### config.mk
export PLATFORM = sky130hd
export DESIGN_NAME = epoch_calendar_converter
export DESIGN_NICKNAME = d
export VERILOG_FILES = /design/src/rtl/ecc_pkg.sv /design/src/rtl/epoch_calendar_converter.sv
export SDC_FILE = /design/constraint.sdc
export NUM_CORES = 1
export LEC_CHECK = 0
export BUFFER_PORTS_ARGS = -buffer_cell sky130_fd_sc_hd__buf_2
export CORE_MARGIN = 1
export CORE_UTILIZATION = 30
export CTS_BUF_LIST = sky130_fd_sc_hd__clkbuf_2 sky130_fd_sc_hd__clkbuf_4 sky130_fd_sc_hd__clkbuf_8
export CTS_CLUSTER_SIZE = 40
export DETAILED_ROUTE_END_ITERATION = 7
export GPL_TIMING_DRIVEN = 0
export REMOVE_ABC_BUFFERS = 1
export SLEW_MARGIN = 15
export SYNTH_ARGS = -nofsm -noshare
export SYNTH_HDL_FRONTEND = slang
export SYNTH_SLANG_ARGS = --single-unit
### constraint.sdc
create_clock -name clk_i -period 8.8 [get_ports clk_i]
set_input_delay 0 -clock clk_i [delete_from_list [all_inputs] [get_ports clk_i]]
set_output_delay 0 -clock clk_i [all_outputs]
set_load 0.02 [all_outputs]
### src/rtl/ecc_pkg.sv
// Package with constants and calendar tables for the epoch calendar converter.
package ecc_pkg;

  // Seconds from the Unix epoch to 2000-01-01 00:00:00.
  localparam logic [31:0] UNIX_2000 = 32'd946684800;

  // Default number of years in the calendar window.
  localparam int YEAR_SPAN_DEF = 100;

  // Widths of the packed stream payloads.
  localparam int S_DATA_W = 72;
  localparam int M_DATA_W = 72;

  // Divisors, pre-shifted to the top quotient bit of each division.
  localparam logic [31:0] DVS_DAY  = 32'(64'd86400 << 15);
  localparam logic [31:0] DVS_HOUR = 32'(64'd3600 << 4);
  localparam logic [31:0] DVS_MIN  = 32'(64'd60 << 5);
  localparam logic [31:0] DVS_BLK  = 32'(64'd1461 << 5);
  localparam logic [31:0] DVS_WDAY = 32'(64'd7 << 8);

  // Length of month m (1..12) in a common year.
  function automatic logic [4:0] month_len(input logic [3:0] m);
    logic [4:0] len;
    case (m)
      4'd2:                            len = 5'd28;
      4'd4, 4'd6, 4'd9, 4'd11:         len = 5'd30;
      default:                         len = 5'd31;
    endcase
    return len;
  endfunction

  // Days in the months before month m, capped at a whole year.
  function automatic logic [8:0] cum_days(input logic [3:0] m);
    logic [8:0] d;
    case (m)
      4'd0, 4'd1: d = 9'd0;
      4'd2:       d = 9'd31;
      4'd3:       d = 9'd59;
      4'd4:       d = 9'd90;
      4'd5:       d = 9'd120;
      4'd6:       d = 9'd151;
      4'd7:       d = 9'd181;
      4'd8:       d = 9'd212;
      4'd9:       d = 9'd243;
      4'd10:      d = 9'd273;
      4'd11:      d = 9'd304;
      4'd12:      d = 9'd334;
      default:    d = 9'd365;
    endcase
    return d;
  endfunction

  // Month offsets of the day-of-week rule, for month m (1..12).
  function automatic logic [2:0] sak_tab(input logic [3:0] m);
    logic [2:0] v;
    case (m)
      4'd2, 4'd6:   v = 3'd3;
      4'd3, 4'd11:  v = 3'd2;
      4'd4:         v = 3'd5;
      4'd7:         v = 3'd5;
      4'd8:         v = 3'd1;
      4'd9, 4'd12:  v = 3'd4;
      4'd10:        v = 3'd6;
      default:      v = 3'd0;
    endcase
    return v;
  endfunction

endpackage

### src/rtl/epoch_calendar_converter.sv
// Top level of the epoch calendar converter: sequencer around one compare-subtract unit.
//
// Converts between a 32-bit seconds count and a date and time in the window
// that starts at 2000-01-01. One beat on the slave stream is one request:
// s_axis_tuser selects the operation (0 = seconds to calendar, 1 = calendar
// to seconds) and s_axis_tdata carries the count and the date fields. Every
// request gives exactly one beat on the master stream; m_axis_tuser is the
// range flag. The unix_epoch register is written through cfg_we_i and
// cfg_wdata_i, and the user must write it only while the block is idle.
// The block itself does not enforce this. Seconds to calendar uses one 33-bit
// compare and subtract unit for five restoring divisions (16, 5, 6, 6 and 9
// quotient bits), one to four year steps, one to twelve month steps and a
// hand-off step. A date past the window skips the month walk and the weekday
// division. Calendar to seconds runs three multiply-add steps, the offset and
// the hand-off. One request is in work at a time; the next one can be taken
// as soon as a result is offered, since s_axis_tready is high while the
// sequencer is idle, also when a finished result still waits in the output
// register. When the receiver stalls, the next result waits at the end of
// its work.
// Reset clears the sequencer and the output valid, and sets unix_epoch to 1.
module epoch_calendar_converter
  import ecc_pkg::*;
#(
  parameter int YEAR_SPAN = YEAR_SPAN_DEF
) (
  input  logic                clk_i,
  input  logic                rst_ni,
  // Configuration: unix_epoch register.
  input  logic                cfg_we_i,
  input  logic                cfg_wdata_i,
  // Request stream.
  input  logic                s_axis_tvalid,
  output logic                s_axis_tready,
  // tdata from bit 0: seconds_in[31:0], year_offset[6:0], month[3:0], day[4:0],
  // hour[4:0], minute[5:0], second[5:0], zero fill.
  input  logic [S_DATA_W-1:0] s_axis_tdata,
  // tuser: operation.
  input  logic                s_axis_tuser,
  // Result stream.
  output logic                m_axis_tvalid,
  input  logic                m_axis_tready,
  // tdata from bit 0: seconds_out[31:0], year_offset_out[6:0], month_out[3:0],
  // day_out[4:0], hour_out[4:0], minute_out[5:0], second_out[5:0],
  // weekday[2:0], zero fill.
  output logic [M_DATA_W-1:0] m_axis_tdata,
  // tuser: range_error.
  output logic                m_axis_tuser
);

  localparam logic [7:0] SpanLim = 8'(YEAR_SPAN);

  // Sequencer states.
  localparam logic [2:0] ST_IDLE = 3'd0;
  localparam logic [2:0] ST_DIV  = 3'd1;
  localparam logic [2:0] ST_YEAR = 3'd2;
  localparam logic [2:0] ST_MON  = 3'd3;
  localparam logic [2:0] ST_MAC  = 3'd4;
  localparam logic [2:0] ST_OFS  = 3'd5;
  localparam logic [2:0] ST_DONE = 3'd6;

  // Division being run by the shared unit.
  localparam logic [2:0] DIV_DAY  = 3'd0;
  localparam logic [2:0] DIV_HOUR = 3'd1;
  localparam logic [2:0] DIV_MIN  = 3'd2;
  localparam logic [2:0] DIV_BLK  = 3'd3;
  localparam logic [2:0] DIV_WDAY = 3'd4;

  logic [2:0]  state_q, state_d;
  logic [2:0]  div_sel_q, div_sel_d;
  logic [3:0]  cnt_q, cnt_d;
  logic        op_q, op_d;
  logic        unix_q;
  logic [31:0] rem_q, rem_d;
  logic [31:0] dvs_q, dvs_d;
  logic [15:0] quo_q, quo_d;
  logic [15:0] days_q, days_d;
  logic [5:0]  blk_q, blk_d;
  logic [1:0]  yk_q, yk_d;
  logic [6:0]  yoff_q, yoff_d;
  logic [3:0]  mon_q, mon_d;
  logic [4:0]  day_q, day_d;
  logic [4:0]  hour_q, hour_d;
  logic [5:0]  min_q, min_d;
  logic [5:0]  sec_q, sec_d;
  logic [2:0]  wday_q, wday_d;
  logic        err_q, err_d;
  logic        out_valid_q, out_valid_d;
  logic [M_DATA_W-1:0] out_data_q, out_data_d;
  logic        out_err_q, out_err_d;

  // Request fields.
  logic [31:0] in_secs;
  logic [6:0]  in_year;
  logic [3:0]  in_mon;
  logic [4:0]  in_day;
  logic [4:0]  in_hour;
  logic [5:0]  in_min;
  logic [5:0]  in_sec;

  assign in_secs = s_axis_tdata[31:0];
  assign in_year = s_axis_tdata[38:32];
  assign in_mon  = s_axis_tdata[42:39];
  assign in_day  = s_axis_tdata[47:43];
  assign in_hour = s_axis_tdata[52:48];
  assign in_min  = s_axis_tdata[58:53];
  assign in_sec  = s_axis_tdata[64:59];

  logic accept;
  assign s_axis_tready = (state_q == ST_IDLE);
  assign accept        = s_axis_tvalid && s_axis_tready;

  // Shared compare-subtract unit: operand chosen by the sequencer state.
  logic [8:0]  ylen;
  logic [4:0]  mlen;
  logic [31:0] opnd;
  logic [32:0] diff;
  logic        ge;
  logic [15:0] q_next;

  assign ylen = (yk_q == 2'd0) ? 9'd366 : 9'd365;
  assign mlen = month_len(mon_q) + 5'((yk_q == 2'd0) && (mon_q == 4'd2));

  always_comb begin
    case (state_q)
      ST_YEAR: opnd = 32'(ylen);
      ST_MON:  opnd = 32'(mlen);
      default: opnd = dvs_q;
    endcase
  end

  assign diff   = {1'b0, rem_q} - {1'b0, opnd};
  assign ge     = !diff[32];
  assign q_next = {quo_q[14:0], ge};

  // Unix offset removal, clamped at the start of the window.
  logic [31:0] t_adj;
  always_comb begin
    if (!unix_q) begin
      t_adj = in_secs;
    end else if (in_secs < UNIX_2000) begin
      t_adj = '0;
    end else begin
      t_adj = in_secs - UNIX_2000;
    end
  end

  // Day count for a calendar request; wraps like every other sum here.
  logic [31:0] y32;
  logic [31:0] days_in;
  logic        leap_in;
  assign y32     = 32'(in_year);
  assign leap_in = (in_mon > 4'd2) && (in_year[1:0] == 2'b00);
  assign days_in = 32'(in_day) + 32'(cum_days(in_mon)) + 32'(leap_in) + y32 * 32'd365
                 + ((y32 + 32'd3) >> 2) - 32'd1;

  // Year offset and the day-of-week sum once the month is known.
  logic [7:0]  yoff_full;
  logic [4:0]  day_fin;
  logic [11:0] y_cal;
  logic [11:0] wsum;
  assign yoff_full = {blk_q, yk_q};
  assign day_fin   = rem_q[4:0] + 5'd1;
  assign y_cal     = 12'd2000 + 12'(yoff_q) - 12'(mon_q < 4'd3);
  assign wsum      = y_cal + (y_cal >> 2) - 12'd15 + 12'(sak_tab(mon_q)) + 12'(day_fin);

  // Multiply-add step for the calendar to seconds path.
  logic [5:0]  mac_k;
  logic [5:0]  mac_x;
  always_comb begin
    case (cnt_q[1:0])
      2'd0:    begin mac_k = 6'd24; mac_x = 6'(hour_q); end
      2'd1:    begin mac_k = 6'd60; mac_x = min_q; end
      default: begin mac_k = 6'd60; mac_x = sec_q; end
    endcase
  end

  // Sequencer.
  always_comb begin
    state_d     = state_q;
    div_sel_d   = div_sel_q;
    cnt_d       = cnt_q;
    op_d        = op_q;
    rem_d       = rem_q;
    dvs_d       = dvs_q;
    quo_d       = quo_q;
    days_d      = days_q;
    blk_d       = blk_q;
    yk_d        = yk_q;
    yoff_d      = yoff_q;
    mon_d       = mon_q;
    day_d       = day_q;
    hour_d      = hour_q;
    min_d       = min_q;
    sec_d       = sec_q;
    wday_d      = wday_q;
    err_d       = err_q;
    out_valid_d = out_valid_q;
    out_data_d  = out_data_q;
    out_err_d   = out_err_q;

    if (out_valid_q && m_axis_tready) begin
      out_valid_d = 1'b0;
    end

    case (state_q)
      ST_IDLE: begin
        if (accept) begin
          op_d  = s_axis_tuser;
          err_d = 1'b0;
          if (s_axis_tuser) begin
            rem_d   = days_in;
            hour_d  = in_hour;
            min_d   = in_min;
            sec_d   = in_sec;
            cnt_d   = '0;
            state_d = ST_MAC;
          end else begin
            rem_d     = t_adj;
            dvs_d     = DVS_DAY;
            quo_d     = '0;
            cnt_d     = 4'd15;
            div_sel_d = DIV_DAY;
            state_d   = ST_DIV;
          end
        end
      end

      // One restoring division step per cycle.
      ST_DIV: begin
        if (ge) begin
          rem_d = diff[31:0];
        end
        quo_d = q_next;
        dvs_d = dvs_q >> 1;
        cnt_d = cnt_q - 4'd1;
        if (cnt_q == 4'd0) begin
          quo_d = '0;
          case (div_sel_q)
            DIV_DAY: begin
              days_d    = q_next;
              dvs_d     = DVS_HOUR;
              cnt_d     = 4'd4;
              div_sel_d = DIV_HOUR;
            end
            DIV_HOUR: begin
              hour_d    = q_next[4:0];
              dvs_d     = DVS_MIN;
              cnt_d     = 4'd5;
              div_sel_d = DIV_MIN;
            end
            DIV_MIN: begin
              min_d     = q_next[5:0];
              sec_d     = ge ? diff[5:0] : rem_q[5:0];
              rem_d     = 32'(days_q);
              dvs_d     = DVS_BLK;
              cnt_d     = 4'd5;
              div_sel_d = DIV_BLK;
            end
            DIV_BLK: begin
              blk_d   = q_next[5:0];
              yk_d    = '0;
              state_d = ST_YEAR;
            end
            default: begin
              wday_d  = (ge ? diff[2:0] : rem_q[2:0]) + 3'd1;
              state_d = ST_DONE;
            end
          endcase
        end
      end

      // Years inside a four-year block, the first one a leap year.
      ST_YEAR: begin
        if (ge) begin
          rem_d = diff[31:0];
          yk_d  = yk_q + 2'd1;
        end else if (yoff_full >= SpanLim) begin
          err_d   = 1'b1;
          yoff_d  = '0;
          mon_d   = 4'd1;
          day_d   = 5'd1;
          hour_d  = '0;
          min_d   = '0;
          sec_d   = '0;
          wday_d  = 3'd7;
          state_d = ST_DONE;
        end else begin
          yoff_d  = yoff_full[6:0];
          mon_d   = 4'd1;
          state_d = ST_MON;
        end
      end

      // Month walk, then start the day-of-week reduction.
      ST_MON: begin
        if ((mon_q < 4'd12) && ge) begin
          rem_d = diff[31:0];
          mon_d = mon_q + 4'd1;
        end else begin
          day_d     = day_fin;
          rem_d     = 32'(wsum);
          dvs_d     = DVS_WDAY;
          quo_d     = '0;
          cnt_d     = 4'd8;
          div_sel_d = DIV_WDAY;
          state_d   = ST_DIV;
        end
      end

      // Hours, minutes and seconds folded in one step at a time.
      ST_MAC: begin
        rem_d = rem_q * 32'(mac_k) + 32'(mac_x);
        cnt_d = cnt_q + 4'd1;
        if (cnt_q == 4'd2) begin
          state_d = ST_OFS;
        end
      end

      ST_OFS: begin
        if (unix_q) begin
          rem_d = rem_q + UNIX_2000;
        end
        state_d = ST_DONE;
      end

      // Hand the result to the output register once it is free.
      ST_DONE: begin
        if (!out_valid_q || m_axis_tready) begin
          out_valid_d = 1'b1;
          if (op_q) begin
            out_data_d = M_DATA_W'(rem_q);
            out_err_d  = 1'b0;
          end else begin
            out_data_d = M_DATA_W'({wday_q, sec_q, min_q, hour_q, day_q, mon_q, yoff_q,
                                    32'd0});
            out_err_d  = err_q;
          end
          state_d = ST_IDLE;
        end
      end

      default: begin
        state_d = ST_IDLE;
      end
    endcase
  end

  // Control registers.
  always_ff @(posedge clk_i or negedge rst_ni) begin
    if (!rst_ni) begin
      state_q     <= ST_IDLE;
      out_valid_q <= 1'b0;
      unix_q      <= 1'b1;
    end else begin
      state_q     <= state_d;
      out_valid_q <= out_valid_d;
      if (cfg_we_i) begin
        unix_q <= cfg_wdata_i;
      end
    end
  end

  // Datapath registers.
  always_ff @(posedge clk_i) begin
    div_sel_q  <= div_sel_d;
    cnt_q      <= cnt_d;
    op_q       <= op_d;
    rem_q      <= rem_d;
    dvs_q      <= dvs_d;
    quo_q      <= quo_d;
    days_q     <= days_d;
    blk_q      <= blk_d;
    yk_q       <= yk_d;
    yoff_q     <= yoff_d;
    mon_q      <= mon_d;
    day_q      <= day_d;
    hour_q     <= hour_d;
    min_q      <= min_d;
    sec_q      <= sec_d;
    wday_q     <= wday_d;
    err_q      <= err_d;
    out_data_q <= out_data_d;
    out_err_q  <= out_err_d;
  end

  assign m_axis_tvalid = out_valid_q;
  assign m_axis_tdata  = out_data_q;
  assign m_axis_tuser  = out_err_q;

endmodule
; After elaboration in Yosys (flattened, before gate mapping)
; Memories as Yosys holds them, arrays and structs flattened. A register that Yosys moved wholly into a read port is not among the register bits.
; Index checks and enable logic that the tools add are counted.
[totals]
output_inout_bits = 75
register_bits = 226
inputBits = 79
mem_count = 2
mem_bits_ro = 192
[classes]
muxes = 93
n_mul = 2
n_reduce_logical = 42
addsub = 23
magnitude_cmp = 5
eq_ne = 34
[mem_list]
columns = memory, depth, word_bits, rd, rd_clocked_by_memory_dff, wr, line
row1 = (no name shown), 16, 9, 1, 0, 0, ecc_pkg.sv:35  ; case (m)
row2 = (no name shown), 16, 3, 1, 1, 0, ecc_pkg.sv:56  ; case (m)
[ops]
columns = cell, count
row1 = $mux W32, 12
row2 = $pmux W32 S6, 1
row3 = $pmux W32 S3, 1
row4 = $pmux W31 S3, 1
row5 = $mux W6, 12
row6 = $pmux W32 S2, 1
row7 = $mux W15, 4
row8 = $mux W3, 17
row9 = $mux W5, 9
row10 = $pmux W15 S3, 1
row11 = $pmux W6 S3, 2
row12 = $sub A32 B32 Y33, 1
row13 = $add A32 B30 Y32 const B, 1
row14 = $add A32 B6 Y32, 1
row15 = $lt A32 B30 Y1 const B, 1
row16 = $mul A32 B6 Y32, 1
row17 = $sub A32 B30 Y32 const B, 1
row18 = $mux W31, 1
row19 = $ne A2 B2 Y1 const B, 15
row20 = $mux W4, 7
row21 = $pmux W3 S7, 1
row22 = $reduce_and A7 Y1, 3
row23 = $sub A18 B1 Y19 const B, 1
row24 = $add A17 B6 Y18, 1
row25 = other kinds (59), 103

; Logic depth before layout (Yosys ltp)
[logic_depth]
depth_word = 11
mapped_depth = 26
ltp_nobuf = 25

; Least setup slack after synthesis
; OpenSTA, ideal clock, no wires.
[synth_path]
path_kind = register to register
startpoint = register state_q[2]
endpoint = register dvs_q[0] (enable)
required_time_ns = 8.290
path_slack_ns = 1.623
n_path_buf = 4
arrival_ns = 6.667
path_stages_with_launch = 20
path_cell_list = dfrtp_1 clkbuf_1 inv_1 clkbuf_1 nand2_1 clkbuf_1 nand2_1 o21ai_0 ha_1 inv_1 fa_1 a211oi_2 o21ai_2 o2111ai_2 nand4b_2 a211o_1 buf_6 nand2_8 nor2_1 nor3_1
[synth_between]
elab_chain_len = 7
[synth_rtl]
columns = item, line
row1 = "start, declared", epoch_calendar_converter.sv:68  ; logic [2:0] state_q, state_d;
row2 = "start signal, assigned", epoch_calendar_converter.sv:355  ; state_q <= state_d;
row3 = $eq A3 B2 Y1 (on tied branches), "epoch_calendar_converter.sv:124, epoch_calendar_converter.sv:205"
row4 = $pmux W32 S2, epoch_calendar_converter.sv:124  ; case (state_q)
row5 = $sub A32 B32 Y33, epoch_calendar_converter.sv:131  ; assign diff = {1'b0, rem_q} - {1'b0, opnd};
row6 = $logic_not A1 Y1, epoch_calendar_converter.sv:132  ; assign ge = !diff[32];
row7 = $logic_and A1 B1 Y1, epoch_calendar_converter.sv:296  ; if ((mon_q < 4'd12) && ge) begin
row8 = $ne A2 B2 Y1 (no source line), n/a
row9 = $reduce_and A4 Y1 (no source line) (*), n/a
row10 = "end signal, assigned", epoch_calendar_converter.sv:369  ; dvs_q <= dvs_d;
row11 = "end, declared", epoch_calendar_converter.sv:74  ; logic [31:0] dvs_q, dvs_d;
; Every way passes the cells marked *; elsewhere a longest branch is shown, timed or not.
; A chain may end at the register's enable or synchronous reset.

; Worst setup path after layout
[layout_path]
startpoint = register state_q[1]
endpoint = register dvs_q[27] (enable)
; Same word-level chain as after synthesis.

==> impl_metrics.toml <==
[synth]
synthTopCellsByCount = "ha_1 (236), edfxtp_1 (217), inv_1 (186), nand2_1 (155), a21oi_1 (145)"
syn_avg_cell_area_um2 = 9.730
yosysMostFrequentCell = "ha_1"
synth-edff-count = 217
async_reset_ff_share_pct = 2.222
ys.flop_type = "edfxtp_1"
ys_seq_area_share_pct = 32.17
ys_warn_count = 0
yosys-top-cells-area = "edfxtp_1 (31%), ha_1 (14%), fa_1 (10%), a21oi_1 (3.5%), xnor2_1 (3.4%)"
synth_cells = 2141
synth.distinct_cells = 91
synth_area_um2 = 20830
yosys.area.top_type = "edfxtp_1"
ys_ff_latch = 225
synth_top_area_share_pct = 31.28

[cts]
path_clk_slew_ns = 0.08
cts-htree-levels = 2
clkSinkCount = 225
cts_root_buf = "clkbuf_8"
cts_setup_buffers = 0
cts_made_buffers = 37
worstSkewPairLatency_ns = 0.61
clockBufferDepth = 3
cts_tree = "built"
cts-resized-gates = 0

[placed_design]
place.gp.congestion = 0.9345
io_buffers = 142
post-dp-hpwl_mm = 50.47

[critical_path]
cp.required_ns = 9.08
arrival_ns = 7.51
end_kind = "flop"
crit_fanout = 21
worstSetupStartpointType = "flop"
criticalPathCategory = "reg2reg"

[route]
drt-vias-per-instance = 5.186
drt-initial-drc-count = 1335
wl_per_cell_um = 19.58
via_count = 16830
dr.pass1.iters = 6
drtAntennaViolNets = 0
route.detailed.drc = 0
wirelength_mm = 63.57

[floorplan]
dieArea_um2 = 70500
initial_core_util_pct = 30.32
std_cell_rows = 96
core_area_um2 = 68710
io-pin-count = 154
die_h_um = 265.5
die_x_um = 265.5

[timing]
fin_tns_setup_ns = 0
slew_violations = 0
clock.fmax_mhz = 138.2
rsz0062_at_grt = "false"
final-setup-viol-count = 0
slew_headroom_pct = 21.64
worst_pin_slew_ns = 1.171
hold_ws_ns = 0.03836
fin_crit_sh_pct = 82.20
hold_viol_final = 0
final.setup_skew_ns = 0.03890
period_minus_slack_ns = 7.234

[global_route]
grt_max_degree = 34
grt_use_total_pct = 17.65
grt_remaining_overflow = 0
antenna_found_initial = 2
grt_pass1_wl_mm = 97.05
grt_pass1_vias = 16610

[hold_path]
min_path_type = "in2reg"

[flow_run]
drv_cap = 0

[layout]
nNetsFinal = 2708
utilization_pct = 34.71
drive_above_1_share_pct = 12.23
area_growth_pct = 14.49

[status]
status = "completed"
layer usage:
layer / track usage, % / vias to the layer above / wire length, um
li1: - / 7980 / -
met1: 23.86 / 8170 / 28490
met2: 29.49 / 583 / 29740
met3: 2.157 / 101 / 3756
met4: 4.999 / 0 / 1584
met5: 0 / - / 0
cell usage in the layout, fill, tap and decap left out, types with 8 or more instances in the layout:
cell type,instances
ha_1,235
edfxtp_1,217
inv_1,186
nand2_1,154
buf_2,142
a21oi_1,140
nor2_1,122
o21ai_0,116
fa_1,104
xnor2_1,82
and2_1,72
nor2b_1,54
xor2_1,43
a31oi_1,42
nand3_1,41
a21o_1,39
nand2b_1,37
clkbuf_8,37
dlygate4sd3_1,36
a221oi_1,33
nor3_1,28
and3_1,17
o211ai_1,17
a211oi_1,17
a22o_1,15
or3_1,14
o21a_1,14
nand4_1,11
o22ai_1,11
clkbuf_4,10
or2_2,9
mux2i_1,9
o21bai_1,9
a22oi_1,8
a21oi_2,8
repair_timing:
item,4_1_cts,5_1_grt
endpoints found under the hold margin,40,0
endpoints found under the setup margin,0,0
hold buffers,36,0
path summary, 6_finish.rpt:
kind | from | end | cells after the start | slack [ns]
max reg2reg | state_q[1]$_DFFE_PN0P_ | dvs_q[27]$_DFFE_PP_ | 17 | 1.57
min in group asynchronous | rst_ni | m_axis_tvalid$_DFF_PN0_ | 3 | 0.35
max in group asynchronous | rst_ni | unix_q$_DFFE_PN1P_ | 3 | 8.19
max | state_q[1]$_DFFE_PN0P_ | dvs_q[27]$_DFFE_PP_ | 17 | 1.57
min reg2reg | quo_q[14]$_SDFFCE_PN0P_ | days_q[15]$_DFFE_PP_ | 0 | 0.43
min | s_axis_tdata[31] | rem_q[31]$_DFFE_PP_ | 4 | 0.04
worst max-delay path, stage by stage (launching register included):
cell	delay, ns
dfrtp_1	0.70
inv_2	0.49
or3_1	0.86
clkinv_1	0.66
a21oi_1	0.28
ha_1	0.32
a21oi_1	0.18
o21ai_2	0.13
o2111ai_2	0.22
nand4b_2	0.23
a211o_1	0.58
nand2_8	0.30
nor2_1	0.25
nor3_2	0.72
buf_6	0.25
buf_4	0.22
buf_4	0.23
buf_4	0.22
logic make-up after synthesis:
kind of cell    synth area share [%]
buf+inv                        5.213
simple gates                   14.41
mux                           0.7027
flops                          32.17
xor+xnor                       5.255
fa+ha+maj                      24.17
compound gates                 18.06
other cells                  0.01800
cell type report:
| cell class | count | area, um^2 |
|---|---|---|
| Clock inverter | 17 | 202.7 |
| Timing Repair Buffer | 194 | 1331 |
| Clock buffer | 47 | 584.3 |
| Tap cell | 931 | 1165 |
| Antenna cell | 1 | 2.502 |
| Sequential cell | 225 | 6704 |
| Fill cell | 7020 | 44860 |
| Multi-Input combinational cell | 1640 | 13140 |
| Inverter | 191 | 721.9 |
registers in the layout, summed over array words and instances (netlist names), 4 cells and up, named ones only:
| register | cells |
|---|---|
| m_axis_tdata | 68 |
| hour_q | 5 |
| rem_q | 32 |
| min_q | 6 |
| mon_q | 4 |
| days_q | 16 |
| sec_q | 6 |
| dvs_q | 32 |
| day_q | 5 |
| yoff_q | 7 |
| cnt_q | 4 |
| blk_q | 6 |
| quo_q | 15 |
per-stage QoR:
stage	instances	setup WS (ns)	cell area (um^2)
2_1_floorplan	2056	1.197	20480
4_1_cts	3245	1.428	23840
3_5_place_dp	3145	1.465	22690
3_3_place_gp	3129	-2.258	22360
5_1_grt	3246	1.316	23850
6_report	3246	1.566	23850
Power is not shown: default switching activity piles up to over one toggle a cycle in this logic, so the estimate is an artifact.
